**src/matrix4x4_inverse_defines.svh**
```systemverilog
// ----------------------------------------------------------------------------
// Matrix inverse assertion macros
// Shared concurrent assertion forms, clocked on clk_i, disabled in reset.
// ----------------------------------------------------------------------------
`ifndef MATRIX4X4_INVERSE_DEFINES_SVH
`define MATRIX4X4_INVERSE_DEFINES_SVH

// condition holds at every edge out of reset
`define M4INV_ASSERT(label, prop, msg) \
  label: assert property (@(posedge clk_i) disable iff (!rst_ni) prop) \
    else $error(msg);

// consequence holds in the cycle after the trigger
`define M4INV_ASSERT_NEXT(label, ante, cons, msg) \
  label: assert property (@(posedge clk_i) disable iff (!rst_ni) ante |=> cons) \
    else $error(msg);

`endif

```
**src/m4inv_pkg.sv**
```systemverilog
// ----------------------------------------------------------------------------
// Matrix inverse package
// Number format, derived widths, command and status types, cofactor tables.
// ----------------------------------------------------------------------------
package m4inv_pkg;

  localparam int DW    = 32;
  localparam int FB    = 16;
  localparam int THR_W = 17;

  localparam int MW    = 2 * DW + 1;
  localparam int PW    = DW + 1;
  localparam int PRODW = 2 * PW;
  localparam int ACCW  = 2 * MW + 3;
  localparam int DIVW  = ACCW + DW + 2 * FB;
  localparam int QW    = DW - 1;
  localparam int CNTW  = $clog2(DW);
  localparam int ELEMW = 4 * DW;
  localparam int MDEPTH = 12;
  localparam int MAW   = $clog2(MDEPTH);

  localparam logic [THR_W-1:0] THR_RESET = THR_W'(1);

  typedef enum logic [1:0] {
    MODE_MINOR,
    MODE_DET,
    MODE_COF
  } mode_e;

  typedef struct packed {
    logic           valid;
    mode_e          mode;
    logic           clr;
    logic           neg;
    logic           last;
    logic           a_hi;
    logic           b_hi;
    logic [1:0]     ea_col;
    logic [1:0]     ea_row;
    logic [1:0]     eb_col;
    logic [1:0]     eb_row;
    logic [MAW-1:0] ma_addr;
    logic [MAW-1:0] mb_addr;
    logic [MAW-1:0] wr_addr;
  } op_t;

  typedef struct packed {
    logic       in_wr;
    logic [1:0] in_col;
    logic       div_start;
    logic       emit;
    logic [1:0] emit_col;
  } ctl_t;

  typedef struct packed {
    logic pipe_busy;
    logic div_done;
    logic out_free;
    logic singular;
  } stat_t;

  localparam logic [1:0] PAIR_P [6] = '{2'd0, 2'd0, 2'd0, 2'd1, 2'd1, 2'd2};
  localparam logic [1:0] PAIR_Q [6] = '{2'd1, 2'd2, 2'd3, 2'd2, 2'd3, 2'd3};
  localparam logic       DET_NEG [6] = '{1'b0, 1'b1, 1'b0, 1'b0, 1'b1, 1'b0};

  localparam logic [3:0] COF_ELEM [16][3] = '{
    '{4'd5, 4'd6, 4'd7},    '{4'd6, 4'd4, 4'd7},
    '{4'd4, 4'd5, 4'd7},    '{4'd5, 4'd4, 4'd6},
    '{4'd2, 4'd1, 4'd3},    '{4'd0, 4'd2, 4'd3},
    '{4'd1, 4'd0, 4'd3},    '{4'd0, 4'd1, 4'd2},
    '{4'd13, 4'd14, 4'd15}, '{4'd14, 4'd12, 4'd15},
    '{4'd12, 4'd13, 4'd15}, '{4'd13, 4'd12, 4'd14},
    '{4'd10, 4'd9, 4'd11},  '{4'd8, 4'd10, 4'd11},
    '{4'd9, 4'd8, 4'd11},   '{4'd8, 4'd9, 4'd10}
  };

  localparam logic [3:0] COF_MINOR [16][3] = '{
    '{4'd11, 4'd10, 4'd9}, '{4'd8, 4'd11, 4'd7},
    '{4'd10, 4'd8, 4'd6},  '{4'd7, 4'd9, 4'd6},
    '{4'd10, 4'd11, 4'd9}, '{4'd11, 4'd8, 4'd7},
    '{4'd8, 4'd10, 4'd6},  '{4'd9, 4'd7, 4'd6},
    '{4'd5, 4'd4, 4'd3},   '{4'd2, 4'd5, 4'd1},
    '{4'd4, 4'd2, 4'd0},   '{4'd1, 4'd3, 4'd0},
    '{4'd4, 4'd5, 4'd3},   '{4'd5, 4'd2, 4'd1},
    '{4'd2, 4'd4, 4'd0},   '{4'd3, 4'd1, 4'd0}
  };

  localparam logic COF_NEG [16][3] = '{
    '{1'b0, 1'b1, 1'b0}, '{1'b0, 1'b1, 1'b1},
    '{1'b0, 1'b1, 1'b0}, '{1'b0, 1'b1, 1'b1},
    '{1'b0, 1'b1, 1'b1}, '{1'b0, 1'b1, 1'b0},
    '{1'b0, 1'b1, 1'b1}, '{1'b0, 1'b1, 1'b0},
    '{1'b0, 1'b1, 1'b0}, '{1'b0, 1'b1, 1'b1},
    '{1'b0, 1'b1, 1'b0}, '{1'b0, 1'b1, 1'b1},
    '{1'b0, 1'b1, 1'b1}, '{1'b0, 1'b1, 1'b0},
    '{1'b0, 1'b1, 1'b1}, '{1'b0, 1'b1, 1'b0}
  };

endpackage

```
**src/m4inv_ctrl.sv**
```systemverilog
// ----------------------------------------------------------------------------
// Matrix inverse controller
// Collects columns, sequences minor, determinant and cofactor products,
// starts divisions and emits result columns.
// ----------------------------------------------------------------------------
module m4inv_ctrl (
  input  logic            clk_i,
  input  logic            rst_ni,
  input  logic            in_valid_i,
  output logic            in_stall_o,
  input  m4inv_pkg::stat_t stat_i,
  output m4inv_pkg::op_t  op_o,
  output m4inv_pkg::ctl_t ctl_o
);

  typedef enum logic [3:0] {
    S_IDLE,
    S_MINOR,
    S_DRAIN_M,
    S_DET,
    S_DRAIN_D,
    S_CHECK,
    S_COF,
    S_DRAIN_C,
    S_DIV,
    S_DIV_WAIT,
    S_EMIT,
    S_EMIT_ID
  } state_e;

  state_e     state_q;
  logic [4:0] cnt_q;
  logic [3:0] k_q;
  logic [1:0] col_cnt_q;
  logic [1:0] id_col_q;

  logic       in_accept;
  logic [3:0] m_idx;
  logic [3:0] m_sub;
  logic       m_h;
  logic [2:0] m_k;
  logic [2:0] d_k;
  logic [1:0] c_t;
  logic [3:0] c_e;

  assign in_accept  = (state_q == S_IDLE) && in_valid_i;
  assign in_stall_o = (state_q != S_IDLE);

  assign m_idx = cnt_q[4:1];
  assign m_sub = m_idx - 4'd6;
  assign m_h   = (m_idx >= 4'd6);
  assign m_k   = m_h ? m_sub[2:0] : m_idx[2:0];
  assign d_k   = cnt_q[4:2];
  assign c_t   = cnt_q[2:1];
  assign c_e   = m4inv_pkg::COF_ELEM[k_q][c_t];

  always_comb begin
    op_o = '0;
    op_o.mode = m4inv_pkg::MODE_MINOR;
    case (state_q)
      S_MINOR: begin
        op_o.valid   = 1'b1;
        op_o.mode    = m4inv_pkg::MODE_MINOR;
        op_o.ea_col  = cnt_q[0] ? m4inv_pkg::PAIR_Q[m_k] : m4inv_pkg::PAIR_P[m_k];
        op_o.eb_col  = cnt_q[0] ? m4inv_pkg::PAIR_P[m_k] : m4inv_pkg::PAIR_Q[m_k];
        op_o.ea_row  = {m_h, 1'b0};
        op_o.eb_row  = {m_h, 1'b1};
        op_o.clr     = !cnt_q[0];
        op_o.neg     = cnt_q[0];
        op_o.last    = cnt_q[0];
        op_o.wr_addr = m_idx;
      end
      S_DET: begin
        op_o.valid   = 1'b1;
        op_o.mode    = m4inv_pkg::MODE_DET;
        op_o.ma_addr = {1'b0, d_k};
        op_o.mb_addr = 4'd11 - {1'b0, d_k};
        op_o.a_hi    = cnt_q[1];
        op_o.b_hi    = cnt_q[0];
        op_o.neg     = m4inv_pkg::DET_NEG[d_k];
        op_o.clr     = (cnt_q == 5'd0);
        op_o.last    = (cnt_q == 5'd23);
      end
      S_COF: begin
        op_o.valid   = 1'b1;
        op_o.mode    = m4inv_pkg::MODE_COF;
        op_o.ea_col  = c_e[1:0];
        op_o.ea_row  = c_e[3:2];
        op_o.mb_addr = m4inv_pkg::COF_MINOR[k_q][c_t];
        op_o.b_hi    = cnt_q[0];
        op_o.neg     = m4inv_pkg::COF_NEG[k_q][c_t];
        op_o.clr     = (cnt_q == 5'd0);
        op_o.last    = (cnt_q == 5'd5);
      end
      default: begin
        op_o.valid = 1'b0;
      end
    endcase
  end

  always_comb begin
    ctl_o           = '0;
    ctl_o.in_wr     = in_accept;
    ctl_o.in_col    = col_cnt_q;
    ctl_o.div_start = (state_q == S_DIV);
    ctl_o.emit      = ((state_q == S_EMIT) || (state_q == S_EMIT_ID)) && stat_i.out_free;
    ctl_o.emit_col  = (state_q == S_EMIT_ID) ? id_col_q : k_q[3:2];
  end

  always_ff @(posedge clk_i or negedge rst_ni) begin
    if (!rst_ni) begin
      state_q   <= S_IDLE;
      cnt_q     <= '0;
      k_q       <= '0;
      col_cnt_q <= '0;
      id_col_q  <= '0;
    end else begin
      case (state_q)
        S_IDLE: begin
          if (in_accept) begin
            col_cnt_q <= col_cnt_q + 2'd1;
            if (col_cnt_q == 2'd3) begin
              state_q <= S_MINOR;
              cnt_q   <= '0;
            end
          end
        end
        S_MINOR: begin
          cnt_q <= cnt_q + 5'd1;
          if (cnt_q == 5'd23) begin
            state_q <= S_DRAIN_M;
          end
        end
        S_DRAIN_M: begin
          if (!stat_i.pipe_busy) begin
            state_q <= S_DET;
            cnt_q   <= '0;
          end
        end
        S_DET: begin
          cnt_q <= cnt_q + 5'd1;
          if (cnt_q == 5'd23) begin
            state_q <= S_DRAIN_D;
          end
        end
        S_DRAIN_D: begin
          if (!stat_i.pipe_busy) begin
            state_q <= S_CHECK;
          end
        end
        S_CHECK: begin
          cnt_q    <= '0;
          k_q      <= '0;
          id_col_q <= '0;
          state_q  <= stat_i.singular ? S_EMIT_ID : S_COF;
        end
        S_COF: begin
          cnt_q <= cnt_q + 5'd1;
          if (cnt_q == 5'd5) begin
            state_q <= S_DRAIN_C;
          end
        end
        S_DRAIN_C: begin
          if (!stat_i.pipe_busy) begin
            state_q <= S_DIV;
          end
        end
        S_DIV: begin
          state_q <= S_DIV_WAIT;
        end
        S_DIV_WAIT: begin
          if (stat_i.div_done) begin
            if (k_q[1:0] == 2'd3) begin
              state_q <= S_EMIT;
            end else begin
              k_q     <= k_q + 4'd1;
              cnt_q   <= '0;
              state_q <= S_COF;
            end
          end
        end
        S_EMIT: begin
          if (stat_i.out_free) begin
            if (k_q == 4'd15) begin
              state_q <= S_IDLE;
            end else begin
              k_q     <= k_q + 4'd1;
              cnt_q   <= '0;
              state_q <= S_COF;
            end
          end
        end
        S_EMIT_ID: begin
          if (stat_i.out_free) begin
            id_col_q <= id_col_q + 2'd1;
            if (id_col_q == 2'd3) begin
              state_q <= S_IDLE;
            end
          end
        end
        default: begin
          state_q <= S_IDLE;
        end
      endcase
    end
  end

endmodule

```
**config.mk**
```make
export PLATFORM = sky130hd
export DESIGN_NAME = m4inv_ctrl
export DESIGN_NICKNAME = d
export VERILOG_FILES = /design/src/matrix4x4_inverse_defines.svh /design/src/m4inv_pkg.sv /design/src/m4inv_ctrl.sv
export SDC_FILE = /design/constraint.sdc
export NUM_CORES = 1
export LEC_CHECK = 0
export ABC_AREA = 1
export BUFFER_PORTS_ARGS = -buffer_cell sky130_fd_sc_hd__clkbuf_2
export CAP_MARGIN = 20
export CORE_ASPECT_RATIO = 2
export CORE_UTILIZATION = 59
export DETAILED_ROUTE_END_ITERATION = 10
export GPL_TIMING_DRIVEN = 0
export PLACE_DENSITY_LB_ADDON = 0.05
export SLEW_MARGIN = 5
export SYNTH_ARGS = -nofsm -noshare
export SYNTH_HDL_FRONTEND = slang
export SYNTH_SLANG_ARGS = --single-unit
export TNS_END_PERCENT = 1
```
**constraint.sdc**
```tcl
create_clock -name clk_i -period 5.6 [get_ports clk_i]
set_input_delay 1.12 -clock clk_i [delete_from_list [all_inputs] [get_ports clk_i]]
set_output_delay 1.12 -clock clk_i [all_outputs]
set_load 0.02 [all_outputs]
```
# --- Yosys cells after proc, flatten, opt, wreduce, memory -nomap -nowiden ---
# Memories as Yosys holds them, arrays and structs flattened.
# Cells that the tools add are included.
op_classes:
  addsub: 6
  order_cmp: 5
  eq_ne: 31
  mux: 65
  n_bitwise: 4
  reduce_logical: 17
ops:
  columns: ["operator", "n"]
  rows:
  - ["4-bit two-way mux", 24]
  - ["12-bit two-way mux", 4]
  - ["4-bit one-hot mux with 12 select lines", 1]
  - ["5-bit two-way mux", 7]
  - ["5-bit one-hot mux with 6 select lines", 1]
  - ["2-bit != test, second input constant", 12]
  - ["4-bit == test, second input constant", 5]
  - ["4-bit binary-select mux with 2-bit select", 2]
  - ["4-bit by 3-bit == test with 1-bit output, second input constant", 4]
  - ["2-bit two-way mux", 8]
  - ["4-bit one-hot mux with 2 select lines", 2]
  - ["3-bit two-way mux", 5]
  - ["5-bit one-hot mux with 3 select lines", 1]
  - ["4-bit one-hot mux with 3 select lines", 1]
  - ["12-bit AND reduction", 1]
  - ["4-bit by 2-bit == test with 1-bit output, second input constant", 2]
  - ["4-bit greater-or-equal comparator, second input constant", 2]
  - ["3-bit NOT with 4-bit output", 2]
  - ["8-bit AND reduction", 1]
  - ["1-bit two-way mux", 7]
  - ["2-bit == test, second input constant", 3]
  - ["6-bit nonzero test", 1]
  - ["5-bit by 1-bit adder with 5-bit output, second input constant", 1]
  - ["5-bit by 3-bit == test with 1-bit output, second input constant", 1]
  - ["other kinds (26)", 30]
totals:
  regBits: 17
  mem_bits_ro: 472
  input_bits: 7
  output_inout_bits: 36
  elab_cells: 139
  memories: 6
memory_table:
  columns: ["memory", "depth", "width", "rd", "rd_ports_with_merged_regs", "write_ports", "line_no", "rtl"]
  rows:
  - ["(name not given)", 16, 12, 1, 0, 0, "m4inv_ctrl.sv:89", "op_o.mb_addr = m4inv_pkg::COF_MINOR[k_q][c_t];"]
  - ["(name not given)", 16, 12, 1, 0, 0, "m4inv_ctrl.sv:55", "assign c_e = m4inv_pkg::COF_ELEM[k_q][c_t];"]
  - ["(name not given)", 16, 3, 1, 0, 0, "m4inv_ctrl.sv:91", "op_o.neg = m4inv_pkg::COF_NEG[k_q][c_t];"]
  - ["(name not given)", 8, 2, 1, 0, 0, "m4inv_ctrl.sv:65", "op_o.eb_col = cnt_q[0] ? m4inv_pkg::PAIR_P[m_k] : m4inv_pkg::PAIR_Q[m_k];"]
  - ["(name not given)", 8, 2, 1, 0, 0, "m4inv_ctrl.sv:65", null]
  - ["(name not given)", 8, 1, 1, 0, 0, "m4inv_ctrl.sv:80", "op_o.neg = m4inv_pkg::DET_NEG[d_k];"]

# --- Logic depth before layout (Yosys ltp) ---
logic_depth:
  word_depth: 8
  ltp_mapped: 11
  mapped_depth_nobuf: 10

# --- Worst setup path before layout ---
# Ideal clock, no wire load.
synth_path:
  path_kind: "flip-flop to output port"
  startpoint: "register cnt_q[2]"
  endpoint: "output op_o[15] in the netlist's numbering"
  arrival_time_ps: 1635
  required_time_ps: 4480
  slack_ps: 2845
  stages_incl_launch_ff: 9
  n_path_buf: 0
  path_cell_list: "dfrtp_1 clkinv_1 ha_1 inv_1 nand2_1 o21ai_0 nand3_1 nand2_1 a21oi_1"
synth_rtl:
  columns: ["item", "line_no", "rtl"]
  rows:
  - ["start: declaration", "m4inv_ctrl.sv:32", "logic [4:0] cnt_q;"]
  - ["start signal: assignment", "m4inv_ctrl.sv:129", "cnt_q <= cnt_q + 5'd1;"]
  - ["start signal: assignment", "m4inv_ctrl.sv:141", "cnt_q <= cnt_q + 5'd1;"]
  - ["start signal: assignment", "m4inv_ctrl.sv:158", "cnt_q <= cnt_q + 5'd1;"]
  - ["end: declaration", "m4inv_ctrl.sv:12", "output m4inv_pkg::op_t op_o,"]

==> impl_metrics.toml <==
[clocking]
cts.reportedPaths.clkPinSlew_ns = 0.07
post_cts_hold_buffer_count = 0
clock_tree_from_tritoncts = "yes"
clock_latency_ns = 0.26
cts.path.max_buffers = 2
cts_made_buffers = 3
cts_repair_resize_count = 0
clkSinkCount = 17
clock_tree.root_cell = "sky130_fd_sc_hd__clkbuf_8"
h-tree-depth = 1
post-cts-setup-buffer-count = 0

[pwr]
vdd.ir_drop.worst_uv = 377
power.density_nw_per_um2 = 491
power.total_uw = 1100
power_leakage_uw = 0.00125

[timing]
totalNegativeSetupSlack_ns = 0
fmaxAchievable_mhz = 301
worst_clock_skew_ns = 0.00344
hold_viol = 0
slew_violations = 0
timing.hold.ws_ns = 0.513
finalSetupViolCount = 0
share_of_the_clock_period_used_by_the_worst_path_pct = 59.4
unrepaired_setup_endpoints_after_global_routing = "no"
period_minus_ws_final_ns = 3.32

[worst_setup_path]
worst-endpoint-arrival_ns = 2.20
worst_ep_required_time_ns = 4.48
critical_path.slowest_cell = "sky130_fd_sc_hd__dfrtp_1"
worst_path_largest_cell_delay_ns = 0.50
r2r-end = "state_q[2]$_DFFE_PN0P_"
crit_type = "reg2out"
crit_path_cell_trace = "clkinv_1 -> ha_1 -> inv_1 -> nand2_1 -> o21ai_0 -> nand3_1 -> nand3_1 -> o21ai_0 -> clkbuf_2"
critPathBufInv = 3
regToRegSetupSlack_ns = 3.78
ff2ff_path_depth = 9
crit_family = "buffers and inverters"
crit_path_max_fanout = 9
setup.worst_path.end_class = "primary output"
worst_r2r_startpoint = "cnt_q[3]$_DFFE_PN0P_"
critPathLaunchType = "register"

[floorplan]
placeableCoreArea_um2 = 3160
dieHeight_um = 83.3
die_area_um2 = 3560
fp-row-count = 29
chipWidth_um = 42.7
io-pin-count = 43
start_util_pct = 61.8

[routing]
vias = 2201
detailedRoute.firstPassIterationCount = 4
iteration_0_drc_count_of_the_detailed_router = 71
wl_per_cell_um = 12.9
postRouteAntennaNets = 0
route.detailed.drc = 0
vias_per_cell = 5.60
finalWirelength_um = 5070

[global_routing]
globalRoute.totalOverflow = 0
first_global_vias = 2071
global_route.usage.total_pct = 30.8
antenna_found_initial = 0
grt_max_degree = 18
wire_length_of_the_first_global_routing_pass_um = 8710

[synth]
async_flop_share_pct = 100
syn_avg_cell_area_um2 = 6.16
yosysTopAreaCellShare_pct = 21.8
synth_top_cell_by_area = "sky130_fd_sc_hd__dfrtp_1"
postSynthCellCount = 317
synth.yosys.warnings = 0
synth_enable_flop_cells = 0
post_synthesis_instance_area_um2 = 1950
ys_ff_latch = 17
synth_cell_types = 29
main_flop_type_after_synthesis = "sky130_fd_sc_hd__dfrtp_1"
ys_seq_area_share_pct = 21.8
synth_area_leaders = "sky130_fd_sc_hd__dfrtp_1 22%, sky130_fd_sc_hd__nand2_1 18%, sky130_fd_sc_hd__ha_1 12%, sky130_fd_sc_hd__nand3_1 11%, sky130_fd_sc_hd__nor2_1 7.9%"
synth.net_count = 343

[worst_hold_path]
timing.hold.worst_path_depth = 1
hold_path_class = "reg2reg"
hold_path_startpoint = "col_cnt_q[0]$_DFFE_PN0P_"
holdPathEnd = "col_cnt_q[0]$_DFFE_PN0P_"

[placement]
globalplace.congestion = 0.913
place.detailed.hpwl_um = 4050
buffer_ports.inserted = 41

[flow_run]
max_cap_violations = 0

[status]
status = "complete, no violations"

[cells_and_area]
area_delta_synth_final_pct = 14.8
antennaDiodeCount = 0
final_net_count = 389
post_route_cells_drive_above_1_share_pct = 20.2
==> per-layer routing <==
| metal | vias to the layer above | wire, um | track usage [%] |
|---|---|---|---|
| li1 | 1107 | - | - |
| met1 | 994 | 1940 | 33.1 |
| met2 | 82 | 2750 | 55.9 |
| met3 | 18 | 181 | 1.30 |
| met4 | 0 | 204 | 17.9 |
| met5 | - | 0 | 0 |
==> state kept, by name, summed over array words and instances, names as in the netlist <==
name,flops
cnt_q,5
id_col_q,2
col_cnt_q,2
state_q,4
k_q,4
==> synthesized netlist by cell type, types with 2 or more instances <==
library cell and number:
sky130_fd_sc_hd__a21oi_1 6, sky130_fd_sc_hd__buf_2 4, sky130_fd_sc_hd__buf_4 3, sky130_fd_sc_hd__clkbuf_1 2, sky130_fd_sc_hd__clkinv_1 3, sky130_fd_sc_hd__dfrtp_1 17, sky130_fd_sc_hd__ha_1 19, sky130_fd_sc_hd__inv_1 26
sky130_fd_sc_hd__inv_2 4, sky130_fd_sc_hd__nand2_1 94, sky130_fd_sc_hd__nand2_2 5, sky130_fd_sc_hd__nand3_1 41, sky130_fd_sc_hd__nand4_1 2, sky130_fd_sc_hd__nor2_1 41, sky130_fd_sc_hd__nor2_2 5, sky130_fd_sc_hd__nor2_4 4
sky130_fd_sc_hd__o211ai_1 2, sky130_fd_sc_hd__o21ai_0 25, sky130_fd_sc_hd__o22ai_1 2, sky130_fd_sc_hd__xor2_1 3
==> cells by family (layout without fill, tap and decap cells) <==
| logic type | count (synthesis) | count (layout) | synth area share, % |
|---|---|---|---|
| AND/OR/NAND/NOR | 196 | 196 | 44.4 |
| buffers and inverters | 42 | 87 | 8.91 |
| other | 1 | 1 | 0.192 |
| adder cells (fa/ha/maj) | 19 | 19 | 12.2 |
| flip-flops | 17 | 17 | 21.8 |
| multiplexers | 1 | 1 | 0.577 |
| AO/OA/AOI/OAI | 38 | 38 | 10.6 |
| XOR/XNOR | 3 | 3 | 1.35 |
==> where the power goes <==
part / total [uW] / leakage (uW) / internal [uW] / switching, uW
Clock: 93.8 / 0.0000228 / 50.6 / 43.1
Combinational: 788 / 0.00100 / 245 / 544
Sequential: 218 / 0.000225 / 163 / 54.6
==> cell usage in the layout (no fill, tap or decap), drive strengths merged, types with 2 or more instances in the layout <==
| cell | count |
|---|---|
| a21oi | 6 |
| buf | 7 |
| clkbuf | 47 |
| clkinv | 3 |
| dfrtp | 17 |
| ha | 19 |
| inv | 30 |
| nand2 | 99 |
| nand3 | 42 |
| nand3b | 2 |
| nand4 | 2 |
| nor2 | 50 |
| o211ai | 2 |
| o21ai | 26 |
| o22ai | 2 |
| xor2 | 3 |
==> how the worst max path moves through the flow <==
stage / start / to / slack, ns / depth (start not counted)
final: cnt_q[2]$_DFFE_PN0P_ / op_o[19] / 2.28 / 9
after global routing: cnt_q[2]$_DFFE_PN0P_ / op_o[18] / 2.15 / 9
after CTS: cnt_q[2]$_DFFE_PN0P_ / op_o[18] / 2.33 / 9
after detailed placement: cnt_q[2]$_DFFE_PN0P_ / op_o[19] / 2.61 / 9
after global placement: cnt_q[2]$_DFFE_PN0P_ / op_o[19] / 2.61 / 9
after floorplan: cnt_q[2]$_DFFE_PN0P_ / op_o[15] / 2.84 / 8
==> final cells by class <==
class	count	area, um^2
tap	31	38.8
buffer	9	50.0
inverter	33	124
timing repair buffer	41	205
sequential	17	425
clock buffer	4	45.0
fill	318	916
multi-input combinational	258	1350
==> through the flow <==
stage          cells  cell area (um^2)  utilization [%]  setup WS, ns
6_report         393              2240             71.0          2.28
5_1_grt          393              2240             71.0          2.15
4_1_cts          393              2240             71.0          2.33
3_5_place_dp     389              2200             69.6          2.61
3_3_place_gp     389              2200             69.6          2.61
2_1_floorplan    317              1950                -          2.84
No activity file was read; power rests on OpenSTA's default activity.
